### config.mk
export PLATFORM = sky130hd
export DESIGN_NAME = gzip_header_stripper_top
export DESIGN_NICKNAME = d
export VERILOG_FILES = /design/src/rtl/ghs_pkg.sv /design/src/rtl/gzip_header_stripper_top.sv /design/src/rtl/ghs_front.sv /design/src/rtl/ghs_fifo.sv /design/src/rtl/ghs_back.sv
export SDC_FILE = /design/constraint.sdc
export NUM_CORES = 1
export LEC_CHECK = 0
export BUFFER_PORTS_ARGS = -buffer_cell sky130_fd_sc_hd__buf_4
export CORE_MARGIN = 1
export CORE_UTILIZATION = 55
export CTS_BUF_LIST = sky130_fd_sc_hd__clkbuf_8
export DETAILED_ROUTE_END_ITERATION = 12
export PLACE_DENSITY = 0.79
export SYNTH_ARGS = -nofsm -noshare
export SYNTH_HDL_FRONTEND = slang
export SYNTH_SLANG_ARGS = --single-unit
### constraint.sdc
create_clock -name clk_i -period 4.1 [get_ports clk_i]
set_input_delay 0.615 -clock clk_i [delete_from_list [all_inputs] [get_ports clk_i]]
set_output_delay 0.615 -clock clk_i [all_outputs]
set_load 0.01 [all_outputs]
### src/rtl/ghs_pkg.sv
`timescale 1ns / 1ps

package ghs_pkg;

  typedef enum logic [2:0] {
    PH_FIXED   = 3'd0,
    PH_XLEN    = 3'd1,
    PH_XDATA   = 3'd2,
    PH_NAME    = 3'd3,
    PH_COMMENT = 3'd4,
    PH_HCRC    = 3'd5,
    PH_BODY    = 3'd6
  } ghs_phase_e;

  typedef enum logic [1:0] {
    ST_HDR   = 2'd0,
    ST_BODY  = 2'd1,
    ST_ERR   = 2'd2,
    ST_AFTER = 2'd3
  } ghs_status_e;

  typedef struct packed {
    ghs_status_e status;
    logic [7:0]  body_byte;
    logic        chunk_end;
  } ghs_res_t;

  typedef struct packed {
    logic       err_seen;
    ghs_phase_e phase;
  } ghs_front_stat_t;

  localparam logic [7:0] Magic0    = 8'h1F;
  localparam logic [7:0] Magic1    = 8'h8B;
  localparam logic [7:0] MethodDfl = 8'h08;
  localparam logic [7:0] FlgRsvd   = 8'hE0;

  localparam logic [3:0] FlHcrc    = 4'h1;
  localparam logic [3:0] FlExtra   = 4'h2;
  localparam logic [3:0] FlName    = 4'h4;
  localparam logic [3:0] FlComment = 4'h8;

  localparam logic [3:0] FixedLast = 4'd9;

  // next optional field at or after from that is present
  function automatic ghs_phase_e first_present(ghs_phase_e from, logic [3:0] flags);
    ghs_phase_e ph;
    if (from <= PH_XLEN && (flags & FlExtra) != 4'h0) begin
      ph = PH_XLEN;
    end else if (from <= PH_NAME && (flags & FlName) != 4'h0) begin
      ph = PH_NAME;
    end else if (from <= PH_COMMENT && (flags & FlComment) != 4'h0) begin
      ph = PH_COMMENT;
    end else if (from <= PH_HCRC && (flags & FlHcrc) != 4'h0) begin
      ph = PH_HCRC;
    end else begin
      ph = PH_BODY;
    end
    return ph;
  endfunction

endpackage

### src/rtl/gzip_header_stripper_top.sv
// an accepted beat is written into the queue, then moves to the output register that drives out_valid_o
// throughput: one beat per cycle while the queue is not full; the parser state updates once per accepted beat
// a two-entry queue between parser and output register absorbs output stalls
// reset: asynchronous, active low; parser returns to the fixed header, error clears
// queue and output register come up empty
`timescale 1ns / 1ps

module gzip_header_stripper_top #(
  parameter int QueueDepth = 2
) (
  input  logic       clk_i,
  input  logic       rst_ni,
  input  logic       in_valid_i,
  output logic       in_ready_o,
  input  logic [7:0] data_byte_i,
  input  logic       chunk_end_i,
  output logic       out_valid_o,
  input  logic       out_ready_i,
  output logic [1:0] status_o,
  output logic [7:0] body_byte_o,
  output logic       chunk_end_out_o
);
  import ghs_pkg::*;

  localparam int ResW = $bits(ghs_res_t);
  localparam int CntW = $clog2(QueueDepth + 1);

  logic            push, pop, full, empty;
  ghs_res_t        push_data, head;
  ghs_front_stat_t front_stat;
  logic [CntW-1:0] q_count;

  ghs_front u_front (
    .clk_i       (clk_i),
    .rst_ni      (rst_ni),
    .in_valid_i  (in_valid_i),
    .in_ready_o  (in_ready_o),
    .data_byte_i (data_byte_i),
    .chunk_end_i (chunk_end_i),
    .full_i      (full),
    .push_o      (push),
    .push_data_o (push_data),
    .stat_o      (front_stat)
  );

  ghs_fifo #(
    .Width (ResW),
    .Depth (QueueDepth)
  ) u_fifo (
    .clk_i       (clk_i),
    .rst_ni      (rst_ni),
    .push_i      (push),
    .push_data_i (push_data),
    .pop_i       (pop),
    .head_o      (head),
    .full_o      (full),
    .empty_o     (empty),
    .count_o     (q_count)
  );

  ghs_back u_back (
    .clk_i           (clk_i),
    .rst_ni          (rst_ni),
    .empty_i         (empty),
    .head_i          (head),
    .pop_o           (pop),
    .out_valid_o     (out_valid_o),
    .out_ready_i     (out_ready_i),
    .status_o        (status_o),
    .body_byte_o     (body_byte_o),
    .chunk_end_out_o (chunk_end_out_o)
  );

  a_err_sticky: assert property (@(posedge clk_i) disable iff (!rst_ni)
    !$fell(front_stat.err_seen))
    else $error("header error flag cleared without reset");

  a_queue_bound: assert property (@(posedge clk_i) disable iff (!rst_ni)
    q_count <= CntW'(QueueDepth))
    else $error("queue count beyond depth");

  a_no_push_full: assert property (@(posedge clk_i) disable iff (!rst_ni)
    (in_valid_i && in_ready_o) |-> !full)
    else $error("beat accepted into a full queue");

  a_body_zero: assert property (@(posedge clk_i) disable iff (!rst_ni)
    (out_valid_o && status_o != ST_BODY) |-> (body_byte_o == 8'd0))
    else $error("body byte nonzero on a non-body beat");

  a_err_after: assert property (@(posedge clk_i) disable iff (!rst_ni)
    (push && push_data.status == ST_ERR) |=> front_stat.err_seen)
    else $error("error beat did not set the sticky flag");

endmodule

### src/rtl/ghs_front.sv
`timescale 1ns / 1ps

module ghs_front (
  input  logic                     clk_i,
  input  logic                     rst_ni,
  input  logic                     in_valid_i,
  output logic                     in_ready_o,
  input  logic [7:0]               data_byte_i,
  input  logic                     chunk_end_i,
  input  logic                     full_i,
  output logic                     push_o,
  output ghs_pkg::ghs_res_t        push_data_o,
  output ghs_pkg::ghs_front_stat_t stat_o
);
  import ghs_pkg::*;

  ghs_phase_e  phase_q, phase_d;
  logic [3:0]  cnt_q, cnt_d;
  logic [3:0]  flags_q, flags_d;
  logic [15:0] xrem_q, xrem_d;
  logic [7:0]  xlow_q, xlow_d;
  logic        err_q, err_d;
  logic        bad;
  logic        accept;
  ghs_res_t    res;

  assign in_ready_o = !full_i;
  assign accept     = in_valid_i && !full_i;
  assign push_o     = accept;
  assign push_data_o = res;
  assign stat_o     = '{err_seen: err_q, phase: phase_q};

  always_ff @(posedge clk_i or negedge rst_ni) begin
    if (!rst_ni) begin
      phase_q <= PH_FIXED;
      cnt_q   <= 4'd0;
      flags_q <= 4'd0;
      xrem_q  <= 16'd0;
      xlow_q  <= 8'd0;
      err_q   <= 1'b0;
    end else if (accept) begin
      phase_q <= phase_d;
      cnt_q   <= cnt_d;
      flags_q <= flags_d;
      xrem_q  <= xrem_d;
      xlow_q  <= xlow_d;
      err_q   <= err_d;
    end
  end

  always_comb begin
    phase_d = phase_q;
    cnt_d   = cnt_q;
    flags_d = flags_q;
    xrem_d  = xrem_q;
    xlow_d  = xlow_q;
    err_d   = err_q;
    bad     = 1'b0;
    res.status    = ST_HDR;
    res.body_byte = 8'd0;
    res.chunk_end = chunk_end_i;
    if (err_q) begin
      res.status = ST_AFTER;
    end else begin
      unique case (phase_q)
        PH_FIXED: begin
          if (cnt_q == 4'd0) begin
            bad = (data_byte_i != Magic0);
          end else if (cnt_q == 4'd1) begin
            bad = (data_byte_i != Magic1);
          end else if (cnt_q == 4'd2) begin
            bad = (data_byte_i != MethodDfl);
          end else if (cnt_q == 4'd3) begin
            if ((data_byte_i & FlgRsvd) != 8'd0) begin
              bad = 1'b1;
            end else begin
              flags_d = data_byte_i[4:1];
            end
          end
          if (bad) begin
            err_d      = 1'b1;
            res.status = ST_ERR;
          end else if (cnt_q >= FixedLast) begin
            cnt_d   = 4'd0;
            phase_d = first_present(PH_XLEN, flags_q);
          end else begin
            cnt_d = cnt_q + 4'd1;
          end
        end
        PH_XLEN: begin
          if (cnt_q == 4'd0) begin
            xlow_d = data_byte_i;
            cnt_d  = 4'd1;
          end else begin
            xrem_d  = {data_byte_i, xlow_q};
            cnt_d   = 4'd0;
            phase_d = (xrem_d != 16'd0) ? PH_XDATA : first_present(PH_NAME, flags_q);
          end
        end
        PH_XDATA: begin
          if (xrem_q != 16'd0) begin
            xrem_d = xrem_q - 16'd1;
          end
          if (xrem_d == 16'd0) begin
            phase_d = first_present(PH_NAME, flags_q);
          end
        end
        PH_NAME: begin
          if (data_byte_i == 8'd0) begin
            phase_d = first_present(PH_COMMENT, flags_q);
          end
        end
        PH_COMMENT: begin
          if (data_byte_i == 8'd0) begin
            phase_d = first_present(PH_HCRC, flags_q);
          end
        end
        PH_HCRC: begin
          if (cnt_q == 4'd0) begin
            cnt_d = 4'd1;
          end else begin
            cnt_d   = 4'd0;
            phase_d = PH_BODY;
          end
        end
        default: begin
          res.status    = ST_BODY;
          res.body_byte = data_byte_i;
        end
      endcase
    end
  end

endmodule

### src/rtl/ghs_fifo.sv
`timescale 1ns / 1ps

module ghs_fifo #(
  parameter int Width = 11,
  parameter int Depth = 2
) (
  input  logic                       clk_i,
  input  logic                       rst_ni,
  input  logic                       push_i,
  input  logic [Width-1:0]           push_data_i,
  input  logic                       pop_i,
  output logic [Width-1:0]           head_o,
  output logic                       full_o,
  output logic                       empty_o,
  output logic [$clog2(Depth+1)-1:0] count_o
);
  localparam int PtrW = (Depth > 1) ? $clog2(Depth) : 1;
  localparam int CntW = $clog2(Depth + 1);

  logic [Width-1:0] mem_q [Depth];
  logic [PtrW-1:0]  wr_ptr_q, wr_ptr_d;
  logic [PtrW-1:0]  rd_ptr_q, rd_ptr_d;
  logic [CntW-1:0]  cnt_q, cnt_d;
  logic             do_push, do_pop;

  assign full_o  = (cnt_q == CntW'(Depth));
  assign empty_o = (cnt_q == CntW'(0));
  assign count_o = cnt_q;
  assign head_o  = mem_q[rd_ptr_q];
  assign do_push = push_i && !full_o;
  assign do_pop  = pop_i && !empty_o;

  always_comb begin
    wr_ptr_d = wr_ptr_q;
    rd_ptr_d = rd_ptr_q;
    cnt_d    = cnt_q;
    if (do_push) begin
      wr_ptr_d = (wr_ptr_q == PtrW'(Depth - 1)) ? PtrW'(0) : wr_ptr_q + PtrW'(1);
    end
    if (do_pop) begin
      rd_ptr_d = (rd_ptr_q == PtrW'(Depth - 1)) ? PtrW'(0) : rd_ptr_q + PtrW'(1);
    end
    if (do_push && !do_pop) begin
      cnt_d = cnt_q + CntW'(1);
    end else if (do_pop && !do_push) begin
      cnt_d = cnt_q - CntW'(1);
    end
  end

  always_ff @(posedge clk_i or negedge rst_ni) begin
    if (!rst_ni) begin
      wr_ptr_q <= '0;
      rd_ptr_q <= '0;
      cnt_q    <= '0;
    end else begin
      wr_ptr_q <= wr_ptr_d;
      rd_ptr_q <= rd_ptr_d;
      cnt_q    <= cnt_d;
    end
  end

  always_ff @(posedge clk_i) begin
    if (do_push) begin
      mem_q[wr_ptr_q] <= push_data_i;
    end
  end

endmodule

### src/rtl/ghs_back.sv
`timescale 1ns / 1ps

module ghs_back (
  input  logic              clk_i,
  input  logic              rst_ni,
  input  logic              empty_i,
  input  ghs_pkg::ghs_res_t head_i,
  output logic              pop_o,
  output logic              out_valid_o,
  input  logic              out_ready_i,
  output logic [1:0]        status_o,
  output logic [7:0]        body_byte_o,
  output logic              chunk_end_out_o
);
  import ghs_pkg::*;

  logic     valid_q;
  ghs_res_t out_q;

  // refill the output register when it is empty or its beat is taken
  assign pop_o = !empty_i && (!valid_q || out_ready_i);

  always_ff @(posedge clk_i or negedge rst_ni) begin
    if (!rst_ni) begin
      valid_q <= 1'b0;
    end else if (!valid_q || out_ready_i) begin
      valid_q <= !empty_i;
    end
  end

  always_ff @(posedge clk_i) begin
    if (pop_o) begin
      out_q <= head_i;
    end
  end

  assign out_valid_o     = valid_q;
  assign status_o        = out_q.status;
  assign body_byte_o     = out_q.body_byte;
  assign chunk_end_out_o = out_q.chunk_end;

endmodule

## Word level (Yosys, flattened, before mapping)

Memory sizes are Yosys's and may differ from the RTL's. A register that Yosys moved wholly into a read port is not among the register bits.
Cells that the tools add are included.

| storage, ports and cells | value |
|---|---|
| register bits after elaboration | 41 |
| bits in latches | 0 |
| RAM bits | 22 |
| memory bits (read-only) | 0 |
| input bits | 13 |
| output and inout bits | 13 |
| word-level logic and storage cells | 117 |
| memories | 1 |

Memory list:

| memory | depth | width | rd ports | clocked after Yosys merged registers in | wr ports | line | RTL |
|---|---|---|---|---|---|---|---|
| u_fifo.mem_q | 2 | 11 | 1 | 1 | 1 | ghs_fifo.sv:20 | `logic [Width-1:0] mem_q [Depth];` |

| cells by class | value |
|---|---|
| $add $sub $neg | 6 |
| multiply operators | 0 |
| div/mod/pow operators | 0 |
| order comparisons | 1 |
| eq/ne operators | 19 |
| shift-type cells | 0 |
| muxes and demuxes | 43 |
| bitwise logic cells | 5 |
| reductions and logical operators | 32 |

Operator list:

| kind | count |
|---|---|
| 16-bit two-way mux | 4 |
| 3-bit two-way mux | 11 |
| 16-bit one-hot mux with 2 select lines | 1 |
| 16-bit nonzero test | 2 |
| 3-bit one-hot mux with 6 select lines | 1 |
| 16-bit logical NOT | 1 |
| 8-bit two-way mux | 2 |
| 16-bit by 1-bit subtractor with 16-bit output (second input constant) | 1 |
| 1-bit two-way mux | 15 |
| 4-bit AND reduction | 3 |
| 2-bit two-way mux | 5 |
| 10-bit AND reduction | 1 |
| 4-bit by 2-bit == test with 1-bit output (second input constant) | 2 |
| 8-bit logical NOT | 1 |
| 4-bit two-way mux | 2 |
| 2-bit by 1-bit != test with 1-bit output (second input constant) | 4 |
| 8-bit by 4-bit != test with 1-bit output (second input constant) | 1 |
| 8-bit by 5-bit != test with 1-bit output (second input constant) | 1 |
| 8-bit != test (second input constant) | 1 |
| 4-bit one-hot mux with 2 select lines | 1 |
| 8-bit AND reduction | 1 |
| 8-bit nonzero test | 1 |
| 3-bit by 2-bit == test with 1-bit output (second input constant) | 2 |
| 3-bit == test (second input constant) | 2 |
| other kinds (22) | 40 |

## Logic depth before layout (Yosys ltp)

| depth | value |
|---|---|
| word-level depth | 11 |
| mapped depth | 10 |
| gate-level depth less buffers | 9 |

## Modules after synthesis

A second synthesis with hierarchy kept.

| unflattened totals | value |
|---|---|
| cells, all modules | 365 |
| area total of the unflattened synthesis | 4053.9 µm² |

By module, submodules not included:

| module | instances | cells each | area each (µm²) | seq. area each (µm²) |
|---|---|---|---|---|
| ghs_front | 1 | 296 | 2671.3 | 900.9 |
| ghs_fifo | 1 | 53 | 1002.2 | 760.7 |
| ghs_back | 1 | 16 | 380.4 | 355.3 |

## Worst setup path before layout

No wires, ideal clock.

| path | value |
|---|---|
| path kind | input port to flip-flop |
| from | input port data_byte_i[0] |
| to | register u_front.phase_q[2] |
| library setup time | 120 ps |
| data arrival time | 2509 ps |
| data required time | 3980 ps |
| slack | 1471 ps |
| stages | 7 |
| buffers on the path | 0 |
| cell sequence | nor4_1 > a32oi_1 > o311a_1 > a211o_1 > a311oi_1 > o311ai_0 > o211a_1 |

| between the ends | value |
|---|---|
| word-level cells in the longest chain between the ends | 8 |
| elaborated cells between the ends (all ways) | 17 |
| classes of those cells | eq/ne (6); mux (8); reduce/logical (3) |

RTL lines:

| element | line | RTL |
|---|---|---|
| start, declared | gzip_header_stripper_top.sv:15 | `input logic [7:0] data_byte_i,` |
| 8-bit by 4-bit != test with 1-bit output | ghs_front.sv:72 | `bad = (data_byte_i != MethodDfl);` |
| 1-bit two-way mux | ghs_front.sv:71 | `end else if (cnt_q == 4'd2) begin` |
| 1-bit two-way mux | ghs_front.sv:69 | `end else if (cnt_q == 4'd1) begin` |
| 1-bit two-way mux | ghs_front.sv:67 | `if (cnt_q == 4'd0) begin` |
| 1-bit two-way mux | ghs_front.sv:65 | `unique case (phase_q)` |
| 1-bit two-way mux | ghs_front.sv:62 | `if (err_q) begin` |
| 2-bit != test (no source line) | n/a |  |
| 10-bit AND reduction (no source line) | n/a |  |
| end signal, assigned | ghs_front.sv:42 | `phase_q <= phase_d;` |
| end, declared | ghs_front.sv:17 | `ghs_phase_e phase_q, phase_d;` |

Several ways; a longest one is shown, not always the timed one. The select of a mux whose other input is x is not followed.
A chain may end at the register's enable or synchronous reset.

## Worst setup path after layout

| path | value |
|---|---|
| from | register u_front.xrem_q[0] |
| to | register u_front.phase_q[0] |

| between the ends | value |
|---|---|
| word-level cells in the longest chain between the ends | 7 |
| elaborated cells between the ends (all ways) | 8 |
| classes of those cells | add/sub (1); eq/ne (1); mux (3); reduce/logical (3) |

RTL lines:

| element | line | RTL |
|---|---|---|
| start, declared | ghs_front.sv:20 | `logic [15:0] xrem_q, xrem_d;` |
| start signal, assigned | ghs_front.sv:45 | `xrem_q <= xrem_d;` |
| 16-bit by 1-bit subtractor with 16-bit output or 16-bit nonzero test (tied branches) | ghs_front.sv:102, ghs_front.sv:101 |  |
| 16-bit two-way mux (*) | ghs_front.sv:101 | `if (xrem_q != 16'd0) begin` |
| 16-bit two-way mux (*) | ghs_front.sv:65 |  |
| 16-bit two-way mux (*) | ghs_front.sv:62 |  |
| 16-bit logical NOT (*) | ghs_front.sv:104 | `if (xrem_d == 16'd0) begin` |
| 2-bit by 1-bit != test with 1-bit output (no source line) (*) | n/a |  |
| 10-bit AND reduction (no source line) (*) | n/a |  |

Mark *: on every way between the ends. The rest lies on a longest branch, timed or not. The select of a mux whose other input is x is not followed.

==> results.md <==
- Status: finished clean
- Overall Global Routing Usage: 24.46%
- Largest net degree at the start of global routing: 42
- Cell Area, Synth: 3851 um^2
- Placeable core area: 6794 um^2
- Worst slew pin tran: 1.114 ns
- Port bufs: 25
- Initial antenna violation count: 0
- Post-synth top flop: dfrtp_1
- Async SR Flop Fraction: 55.41%
- Worst setup EP type: flip-flop
- CP Cell Sequence: inv_1 > ha_1 > nor3b_1 > nand2_1 > or4b_2 > and3_1 > o31ai_4 > a31o_1
- Power per cell area: 782.8 nW/um^2
- Commonest non-fill, non-tap cell in the layout: nor2_1
- # diodes: 0
- Sw power: 1355 uW
- DR WL/cell: 16.91 um
- Min Tclk post-route: 2.973 ns
- Num CTS Buffers: 9
- Post-CTS setup repair buffer count: 0
- Post-DP HPWL: 5751 um
- Number of global-route vias before repair: 2840
- Clock Latency Late Sink: 0.35 ns
- Starting Density: 56.69%
- Antenna-violating nets left: 0
- Fmax: 0.3364 GHz
- EDFF count, synth: 33
- Hold crit path type: input pin to asynchronous set/reset pin
- Chip height: 85.68 um
- Worst Path Required: 4.39 ns
- Setup TNS: 0 ns
- Setup-failing EPs final: 0
- Total power: 3395 uW
- Clock Power Share: 18.7%
- Multi-input logic area: 1703 um^2
- Hold Vio Cnt, Final: 0
- Yosys cell types: 59
- IO Pins: 26
- Fillcell total: 533
- 1st-iter DRT viols: 343
- Area growth, synth to finish: 12.61%
- Yosys top cell by area: dfrtp_1
- Routability congestion estimate: 0.9822
- Final wirelength: 8267 um
- Skew final: 0.007299 ns
- Most frequent cells in the layout: nor2_1 (42), dfrtp_1 (41), edfxtp_1 (33), buf_4 (27), o21ai_0 (25)
- CP max-delay cell: or4b_2
- Register area: 2017 um^2
- CTS tree: done
- Mean post-synth cell area: 10.55 um^2
- Crit share post-route: 72.50%
- Synth warnings: 0
- Crit path arrival time: 3.26 ns
- Yosys top cell area share: 26.64%
- Post-DR vias/cell: 6.108
- Setup CP Type: flip-flop to flip-flop
- Sw Ratio: 39.92%
- CP peak stage delay: 0.64 ns
- Drt pass-1 iters: 5
- First-pass GRT wire length: 13740 um
- Via count: 2987
- Top cells by area, synth: dfrtp_1 (27%), edfxtp_1 (26%), mux2_2 (6.1%), nor2_1 (4.1%), o21ai_0 (3.4%)
- Nets: 408
- Root Buffer: clkbuf_8
- Unrepaired setup endpoints after global routing: no
- Clock tree buffer depth: 2
- Die area: 7341 um^2
- Worst VDD drop: 0.0003781 V
- Combinational share of power: 40.1%
- Internal power: 2039 uW
- DRC violations left: 0
- Clock-pin slew on the worst setup and hold paths: 0.08 ns
- Clock Sinks: 74
- Syn nets: 385
- Overall die width: 85.68 um
- Max FO, Critical Path: 7
- Post-cts gate resize count: 0
- Worst slew margin: 25.03%
- Post-Syn Instances: 365
- Slew Limit Fails: 0
- Sequential Power Share: 41.2%
- Seq cells post-synth: 74
- Cell Rows: 30
- LEAKAGE: 0.001734 uW
- Global route total overflow: 0
- Sequential element share of the synthesized area: 52.37%
- Hold_buf cts: 0
- CP startpoint kind: flip-flop
- Layout cells sized above 1: 18.07%
- CTS HTree Levels: 3
- Max_cap viols: 0
==> per-stage QoR <==
step	setup slack, ns	std cells	util, %	hold slack, ns	instance area [um^2]
after floorplan	1.471	365	-	0.3194	3851
after global placement	1.121	473	60.50	0.4793	4110
after detailed placement	1.058	473	60.50	0.4852	4110
after CTS	1.165	489	63.83	0.2613	4337
after global routing	0.9739	489	63.83	0.2706	4337
final	1.127	489	63.83	0.2317	4337
==> flip-flops by register name, indices dropped and copies added, names as in the netlist, 2 cells and up <==
register            cells
u_back.body_byte_o      8
u_back.status_o         2
u_front.xrem_q         16
u_front.flags_q         4
u_front.phase_q         3
u_front.xlow_q          8
u_fifo.count_o          2
u_fifo.mem_q           22
u_front.cnt_q           4
==> layout make-up <==
type | count | area share, %
Sequential cell | 74 | 46.51
Multi-Input combinational cell | 258 | 39.27
Timing Repair Buffer | 27 | 4.674
Clock buffer | 9 | 2.856
Tap cell | 96 | 2.770
Clock inverter | 7 | 2.366
Inverter | 18 | 1.558
==> worst max-delay path: cells and delay by family, from the launching register on <==
family | cells | cell delay (ns)
adder cells (fa/ha/maj) | 1 | 0.26
AO/OA/AOI/OAI | 2 | 0.54
flip-flops | 1 | 0.44
buffers and inverters | 1 | 0.11
AND/OR/NAND/NOR | 4 | 1.56
==> power groups by stage <==
stage               logic, uW  clock network, uW  registers, uW
finish                   1360                635           1400
global route             1510                681           1440
CTS                      1350                641           1390
detailed placement       1340                  0           1410
global placement         1310                  0           1390
floorplan                1040                  0           1310
==> cell families (layout without fill, tap and decap cells) <==
kind of cell | after synthesis | in the layout | synth area share [%]
AOI/OAI and AO/OA | 94 | 94 | 16.50
xor gates and xnor gates | 9 | 9 | 2.047
adders and majority gates | 7 | 7 | 2.274
buffers and inverters | 33 | 61 | 3.411
DFF | 74 | 74 | 52.37
muxes | 21 | 21 | 6.140
and+or+nand+nor | 127 | 127 | 17.25
==> cells in the mapped netlist, types with 7 or more instances <==
cell type,count
a32oi_1,7
nor2_1,42
clkbuf_1,12
o21ai_0,26
inv_1,18
nand2_1,18
mux2_2,21
nor3_1,13
nor4_1,8
ha_1,7
and2_1,9
dfrtp_1,41
edfxtp_1,33
a21oi_1,21
==> metal layers <==
metal | part of all wire, % | vias to the layer above | routed length (um) | GRT usage, %
met1 | 45 | 1434 | 3731 | 33.40
met2 | 46 | 123 | 3817 | 38.40
met4 | 2.4 | 0 | 197 | 11.36
met5 | 0 | - | 0 | 0
li1 | - | 1411 | - | -
met3 | 6.3 | 19 | 520 | 4.235
==> path summary, 6_finish.rpt <==
check,from,endpoint,slack (ns),depth (start not counted)
max,u_front.xrem_q[0],u_front.phase_q[0],1.13,8
min,rst_ni,u_front.xrem_q[5],0.23,1
max reg2reg,u_front.xrem_q[0],u_front.phase_q[0],1.13,8
min reg2reg,u_fifo.wr_ptr_q,u_fifo.wr_ptr_q,0.50,1
max in group asynchronous,rst_ni,u_front.xrem_q[14],3.49,1
min in group clk_i,chunk_end_i,u_fifo.mem_q[0][0],0.45,1
No activity file was read; power rests on OpenSTA's default activity.
